<file path="src/rtl/sht_pkg.sv">
// Shared constants, codes and types for the service handle slot table.
// Used by sht_ram, sht_engine and service_handle_slot_table; depends on nothing.
`timescale 1ns / 1ps

package sht_pkg;

    localparam int SLOTS        = 256;
    localparam int SLOT_W       = $clog2(SLOTS);
    localparam int HANDLE_BITS  = 24;
    localparam int CONTEXT_BITS = 16;
    localparam int HARBOR_BITS  = 8;
    localparam int HARBOR_SHIFT = 24;
    localparam int FULL_W       = 32;

    localparam logic [HANDLE_BITS-1:0] HANDLE_MAX = {HANDLE_BITS{1'b1}};

    localparam logic [1:0] MODE_REGISTER = 2'd0;
    localparam logic [1:0] MODE_RETIRE   = 2'd1;
    localparam logic [1:0] MODE_LOOKUP   = 2'd2;

    localparam logic [1:0] STATUS_OK        = 2'd0;
    localparam logic [1:0] STATUS_NOT_FOUND = 2'd1;
    localparam logic [1:0] STATUS_FULL      = 2'd2;

    typedef struct packed {
        logic [FULL_W-1:0]       handle;
        logic [CONTEXT_BITS-1:0] ctx;
    } t_entry;

    typedef struct packed {
        logic              we;
        logic [SLOT_W-1:0] waddr;
        t_entry            wdata;
        logic [SLOT_W-1:0] raddr;
    } t_ram_req;

    typedef struct packed {
        logic [1:0]              status;
        logic [FULL_W-1:0]       handle;
        logic [CONTEXT_BITS-1:0] ctx;
    } t_result;

    // Next candidate handle: past the mask it wraps to 1, since 0 is reserved.
    function automatic logic [HANDLE_BITS-1:0] wrap_next(input logic [HANDLE_BITS-1:0] h);
        return (h == HANDLE_MAX) ? HANDLE_BITS'(1) : h + HANDLE_BITS'(1);
    endfunction

endpackage

</file>
<file path="src/rtl/sht_engine.sv">
// Request sequencer: slot occupancy bits, next-handle counter, probe and check logic.
// Drives the slot store through a t_ram_req struct. Depends on sht_pkg.
`timescale 1ns / 1ps

module sht_engine (
    input  logic                                 i_clk,
    input  logic                                 i_rst_n,
    input  logic                                 i_in_valid,
    output logic                                 o_in_ready,
    input  logic [1:0]                           i_mode,
    input  logic [sht_pkg::FULL_W-1:0]           i_handle,
    input  logic [sht_pkg::CONTEXT_BITS-1:0]     i_ctx,
    input  logic [sht_pkg::HARBOR_BITS-1:0]      i_harbor,
    output logic                                 o_res_valid,
    input  logic                                 i_res_ready,
    output sht_pkg::t_result                     o_res,
    output sht_pkg::t_ram_req                    o_ram_req,
    input  sht_pkg::t_entry                      i_ram_rdata
);

    localparam logic [1:0] ST_IDLE  = 2'd0;
    localparam logic [1:0] ST_PROBE = 2'd1;
    localparam logic [1:0] ST_CHECK = 2'd2;
    localparam logic [1:0] ST_DONE  = 2'd3;

    logic [1:0]                          r_state, n_state;
    logic [sht_pkg::SLOTS-1:0]           r_valid, n_valid;
    logic [sht_pkg::HANDLE_BITS-1:0]     r_next, n_next;
    logic [sht_pkg::HANDLE_BITS-1:0]     r_h, n_h;
    logic [sht_pkg::SLOT_W-1:0]          r_cnt, n_cnt;
    logic [1:0]                          r_mode, n_mode;
    logic [sht_pkg::FULL_W-1:0]          r_hin, n_hin;
    logic [sht_pkg::CONTEXT_BITS-1:0]    r_ctx, n_ctx;
    sht_pkg::t_result                    r_res, n_res;

    logic                                accept;
    logic [sht_pkg::SLOT_W-1:0]          probe_slot;
    logic [sht_pkg::SLOT_W-1:0]          check_slot;
    logic [sht_pkg::FULL_W-1:0]          full_handle;

    assign accept      = i_in_valid && (r_state == ST_IDLE);
    assign o_in_ready  = (r_state == ST_IDLE);
    assign o_res_valid = (r_state == ST_DONE);
    assign o_res       = r_res;

    assign probe_slot  = r_h[sht_pkg::SLOT_W-1:0];
    assign check_slot  = r_hin[sht_pkg::SLOT_W-1:0];
    assign full_handle = (sht_pkg::FULL_W'(i_harbor) << sht_pkg::HARBOR_SHIFT)
                       | sht_pkg::FULL_W'(r_h);

    always_comb begin
        n_state = r_state;
        n_valid = r_valid;
        n_next  = r_next;
        n_h     = r_h;
        n_cnt   = r_cnt;
        n_mode  = r_mode;
        n_hin   = r_hin;
        n_ctx   = r_ctx;
        n_res   = r_res;

        o_ram_req.we           = 1'b0;
        o_ram_req.waddr        = probe_slot;
        o_ram_req.wdata.handle = full_handle;
        o_ram_req.wdata.ctx    = r_ctx;
        // The slot of an incoming word is read straight away so that it is
        // ready for the comparison in the following cycle.
        o_ram_req.raddr        = i_handle[sht_pkg::SLOT_W-1:0];

        case (r_state)
            ST_IDLE: begin
                if (accept) begin
                    n_mode = i_mode;
                    n_hin  = i_handle;
                    n_ctx  = i_ctx;
                    n_h    = r_next;
                    n_cnt  = '0;
                    case (i_mode)
                        sht_pkg::MODE_REGISTER: n_state = ST_PROBE;
                        sht_pkg::MODE_RETIRE,
                        sht_pkg::MODE_LOOKUP:   n_state = ST_CHECK;
                        default: begin
                            n_res.status = sht_pkg::STATUS_NOT_FOUND;
                            n_res.handle = '0;
                            n_res.ctx    = '0;
                            n_state      = ST_DONE;
                        end
                    endcase
                end
            end
            ST_PROBE: begin
                if (!r_valid[probe_slot]) begin
                    o_ram_req.we        = 1'b1;
                    n_valid[probe_slot] = 1'b1;
                    n_next              = sht_pkg::wrap_next(r_h);
                    n_res.status        = sht_pkg::STATUS_OK;
                    n_res.handle        = full_handle;
                    n_res.ctx           = '0;
                    n_state             = ST_DONE;
                end else if (r_cnt == sht_pkg::SLOT_W'(sht_pkg::SLOTS - 1)) begin
                    n_res.status = sht_pkg::STATUS_FULL;
                    n_res.handle = '0;
                    n_res.ctx    = '0;
                    n_state      = ST_DONE;
                end else begin
                    n_h   = sht_pkg::wrap_next(r_h);
                    n_cnt = r_cnt + sht_pkg::SLOT_W'(1);
                end
            end
            ST_CHECK: begin
                n_res.handle = '0;
                if (r_valid[check_slot] && (i_ram_rdata.handle == r_hin)) begin
                    n_res.status = sht_pkg::STATUS_OK;
                    n_res.ctx    = i_ram_rdata.ctx;
                    if (r_mode == sht_pkg::MODE_RETIRE) begin
                        n_valid[check_slot] = 1'b0;
                    end
                end else begin
                    n_res.status = sht_pkg::STATUS_NOT_FOUND;
                    n_res.ctx    = '0;
                end
                n_state = ST_DONE;
            end
            ST_DONE: begin
                if (i_res_ready) begin
                    n_state = ST_IDLE;
                end
            end
            default: n_state = ST_IDLE;
        endcase
    end

    always_ff @(posedge i_clk) begin
        if (!i_rst_n) begin
            r_state <= ST_IDLE;
            r_valid <= '0;
            r_next  <= sht_pkg::HANDLE_BITS'(1);
        end else begin
            r_state <= n_state;
            r_valid <= n_valid;
            r_next  <= n_next;
        end
    end

    always_ff @(posedge i_clk) begin
        r_h    <= n_h;
        r_cnt  <= n_cnt;
        r_mode <= n_mode;
        r_hin  <= n_hin;
        r_ctx  <= n_ctx;
        r_res  <= n_res;
    end

`ifndef SYNTHESIS
    // Handle 0 is reserved, so the running counter never holds it.
    a_next_nonzero: assert property (@(posedge i_clk) disable iff (!i_rst_n)
        r_next != '0)
        else $error("next handle counter holds the reserved value");

    // A comparison only ever follows an accepted retire or lookup word.
    a_check_after_idle: assert property (@(posedge i_clk) disable iff (!i_rst_n)
        (r_state == ST_CHECK) |-> ($past(r_state) == ST_IDLE))
        else $error("slot comparison entered without a fresh request");

    // Claiming a free slot marks it occupied in the following cycle.
    a_claim_sets_valid: assert property (@(posedge i_clk) disable iff (!i_rst_n)
        (r_state == ST_PROBE && !r_valid[probe_slot]) |=> r_valid[$past(probe_slot)])
        else $error("claimed slot not marked occupied");

    // A register request starts its probe with a cleared candidate count.
    a_probe_starts_clean: assert property (@(posedge i_clk) disable iff (!i_rst_n)
        (accept && i_mode == sht_pkg::MODE_REGISTER) |=> (r_cnt == '0 && r_state == ST_PROBE))
        else $error("probe did not start from the first candidate");
`endif

endmodule
</file>
<file path="config.mk">
export PLATFORM = sky130hd
export DESIGN_NAME = sht_engine
export DESIGN_NICKNAME = d
export VERILOG_FILES = /design/src/rtl/sht_pkg.sv /design/src/rtl/sht_engine.sv
export SDC_FILE = /design/constraint.sdc
export NUM_CORES = 1
export LEC_CHECK = 0
export BUFFER_PORTS_ARGS = -buffer_cell sky130_fd_sc_hd__buf_2
export CORE_MARGIN = 2
export CORE_UTILIZATION = 35
export CTS_CLUSTER_DIAMETER = 60
export DETAILED_ROUTE_END_ITERATION = 8
export MAX_ROUTING_LAYER = met4
export PLACE_DENSITY = 0.61
export SYNTH_ARGS = -nofsm -noshare
export SYNTH_HDL_FRONTEND = slang
export SYNTH_SLANG_ARGS = --single-unit
</file>
<file path="constraint.sdc">
create_clock -name i_clk -period 7.8 [get_ports i_clk]
set_clock_uncertainty 0.05 [all_clocks]
set_input_delay 0.39 -clock i_clk [delete_from_list [all_inputs] [get_ports i_clk]]
set_output_delay 0.39 -clock i_clk [all_outputs]
set_load 0.03 [all_outputs]
</file>
==> qor.txt <==
Status - finished, violations left
Failing checks - capacitance limit, slew limit
Final #Nets - 2430
# setup viols final - 0
Internal power - 4.965 mW
HPWL after detailed placement - 63.39 mm
Layout Cells excl Fill - 3196
Initial Util - 0.3517
DR pass1 iterations - 6
Final period utilization - 0.7620
Crit-path cells - and2_1 > buf_4 > a22oi_1 > nand3_1 > nand4_1 > a22oi_1 > and4_1 > o32ai_4 > buf_4 > nor4_4 > a21oi_1
Post-DRT Antenna Nets - 0
Tot GR Track Use - 0.3008
Vias - 21060
Vias per std cell - 6.590
Skew-Pair Late Insertion Delay - 0.62 ns
Synth-to-layout area growth - 16.10%
Root Driver - clkbuf_16
Sum Neg Setup Slack - 0 ns
Die Ht - 255.1 um
Antenna violations before repair - 2
# port buffers - 226
Row cnt - 92
Vias in the first global route - 19820
CTS H-tree lvls - 2
Syn Area/Cell - 10.20 um2
Switch Pwr - 4.159 mW
Fillers - 6058
Max stage delay on crit path - 1.30 ns
Top FF cell, synth - dfxtp_1
Residual DRC - 0
CTS Sinks - 414
Switching Share - 0.4558
DR iter-0 viols - 2911
Placed Cells - 3053
Reg2Reg Launch Point - r_h[1]$_DFFE_PP_
RSZ-0062 raised after global routing - false
CTS tree - done
Leakage - 9.527 nW
Setup CP Type - flip-flop to flip-flop
CP Launch Type - flip-flop
Sequential fraction of the synthesis area - 0.4355
CTS buffer count - 48
Max Fclk - 0.1683 GHz
Gr ovfl total - 0
Critical Path AT - 6.31 ns
# IOs - 227
Largest net degree at the start of global routing - 120
Yosys reg bits - 414
CP required - 8.17 ns
Clk pwr share - 0.251
Crit path launch - r_h[1]$_DFFE_PP_
Worst Tran Pin Value - 1.548 ns
Worst vdd ir - 296.5 uV
Area of the die - 65070 um2
Synth Cell Area - 22070 um2
Worst-path clk slew - 0.06 ns
Slew headroom - -0.03981
Synthesized net count - 2286
Global-route wire length before repair - 139.1 mm
Hold Slack - 0.03791 ns
Synth cell types - 62
Post-synth EDFFs - 132
Sequential Power Share - 0.325
CP endpoint kind - flip-flop
Crit-path max FO - 25
Post-Synthesis Cells - 2163
Cts repair resizes - 0
Min-delay src - i_ram_rdata[9]
Clock buffer depth - 3
Worst slack, placed - 2.233 ns
Dominant cells by area after synthesis - dfxtp_1 26%, edfxtp_1 18%, mux2i_1 8.6%
PD cells - 356.2 nW/um2
Routed wire length per instance - 30.74 um
Leading area contributor after synthesis - dfxtp_1
Comb pwr share - 0.424
Final Slew Violations - 10
Share of cells above drive strength 1 - 0.1876
Post-Route WL - 98.25 mm
Synth top area share - 0.2558
Ys async rst share - 0
Final Hold Vio Count - 0
DIE WIDTH - 255.1 um
Crit-path slowest cell - nor4_4
Core Area - 62740 um2
Fin crit period - 5.944 ns
Worst Slack Setup Final - 1.856 ns
Max_cap viols - 1
GP Congestion - 1.062
HP Class - input pin to flip-flop
Yosys warning count - 0
[routing by layer]
layer  part of all wire  track usage
met1               0.39       0.3779
met2               0.43       0.4303
met3               0.12      0.08126
met4              0.067       0.1811
met5                  0            -
[metrics by stage]
stage	total power, mW	utilization	instance area, um2
after floorplan	5.372	-	22070
after global placement	6.673	0.3753	23550
after detailed placement	6.728	0.3753	23550
after CTS	9.017	0.4082	25610
after global routing	9.375	0.4083	25610
final	9.125	0.4084	25620
[flip-flops by register name, summed over array words and instances, names as in the netlist]
register  flops
r_valid     256
o_res        50
r_hin        32
r_h          24
r_next       24
r_ctx        16
r_cnt         8
r_mode        2
r_state       2
[cell usage after synthesis (all sizes together) (2+ instances only)]
master / instances
o21a: 2
o21ai: 18
nand4: 14
a2111oi: 2
ha: 13
a31oi: 7
a21oi: 137
o311ai: 131
mux2i: 190
or2: 3
nor4b: 3
a21boi: 2
a22oi: 79
a22o: 2
a311oi: 2
a211oi: 11
xor2: 42
clkinv: 2
a32oi: 111
mux4: 44
clkbuf: 136
and3: 39
nor2b: 18
o31ai: 122
o22ai: 20
buf: 95
or3: 8
nand2b: 10
nand3: 59
nor2: 149
and2: 8
nand2: 128
a41oi: 3
nor3: 40
nor4: 22
mux2: 16
xnor2: 15
edfxtp: 132
a221oi: 3
dfxtp: 282
inv: 35
[logic make-up after synthesis]
| group | Yosys count | synth area share |
|---|---|---|
| AO/OA/AOI/OAI | 656 | 0.2205 |
| XOR/XNOR | 57 | 0.02262 |
| adder cells (fa/ha/maj) | 13 | 0.007371 |
| buffers and inverters | 268 | 0.06016 |
| flip-flops | 414 | 0.4355 |
| multiplexers | 250 | 0.1393 |
| AND/OR/NAND/NOR | 505 | 0.1146 |
[layout by cell type, fill, tap and decap left out, types with 39 or more instances in the layout]
cell / count
dfxtp_1: 282
buf_2: 225
mux2i_1: 190
nor2_1: 147
a21oi_1: 135
edfxtp_1: 132
o311ai_0: 131
nand2_1: 128
o31ai_1: 122
a32oi_1: 111
a22oi_1: 79
nand3_1: 59
dlygate4sd3_1: 50
clkbuf_16: 48
buf_4: 47
mux4_2: 44
xor2_1: 42
and3_1: 39
[worst max-delay path: cells and delay by family (launching register included)]
| family | cells | cell delay (ns) |
|---|---|---|
| AND/OR/NAND/NOR | 5 | 3.11 |
| AO/OA/AOI/OAI | 4 | 0.76 |
| buffers and inverters | 2 | 0.75 |
| flip-flops | 1 | 1.02 |
[power by group through the flow]
stage	Combinational (mW)	Sequential [mW]	Clock [mW]
2_1_floorplan	2.01	3.36	0
3_3_place_gp	3.68	2.99	0
3_5_place_dp	3.72	3.01	0
4_1_cts	3.75	2.97	2.30
5_1_grt	3.99	3.01	2.38
6_report	3.87	2.97	2.29
[cell type report]
cell class	instances	area, um2	area share
multi-input cells	1481	11210	0.4376
flip-flops and latches	414	9609	0.3751
repair buffers	325	2031	0.07927
clock buffers	62	1284	0.05011
well taps	846	1059	0.04132
clock inverters	27	277.8	0.01084
inverters	37	138.9	0.005421
diodes	4	10.01	0.0003907
[timing repair]
action / 4_1_cts / 5_1_grt
setup buffers: 0 / 0
hold buffers: 50 / 0
hold endpoints to repair: 50 / 0
[worst paths after layout]
check	end	slack [ns]	depth (start not counted)
max	r_valid[236]$_SDFFE_PN0P_	1.86	11
min	o_res[9]$_DFFE_PP_	0.04	3
max reg2reg	r_valid[236]$_SDFFE_PN0P_	1.86	11
min reg2reg	r_next[0]$_SDFFE_PN1P_	0.42	2
(Power assumes the default switching activity.)
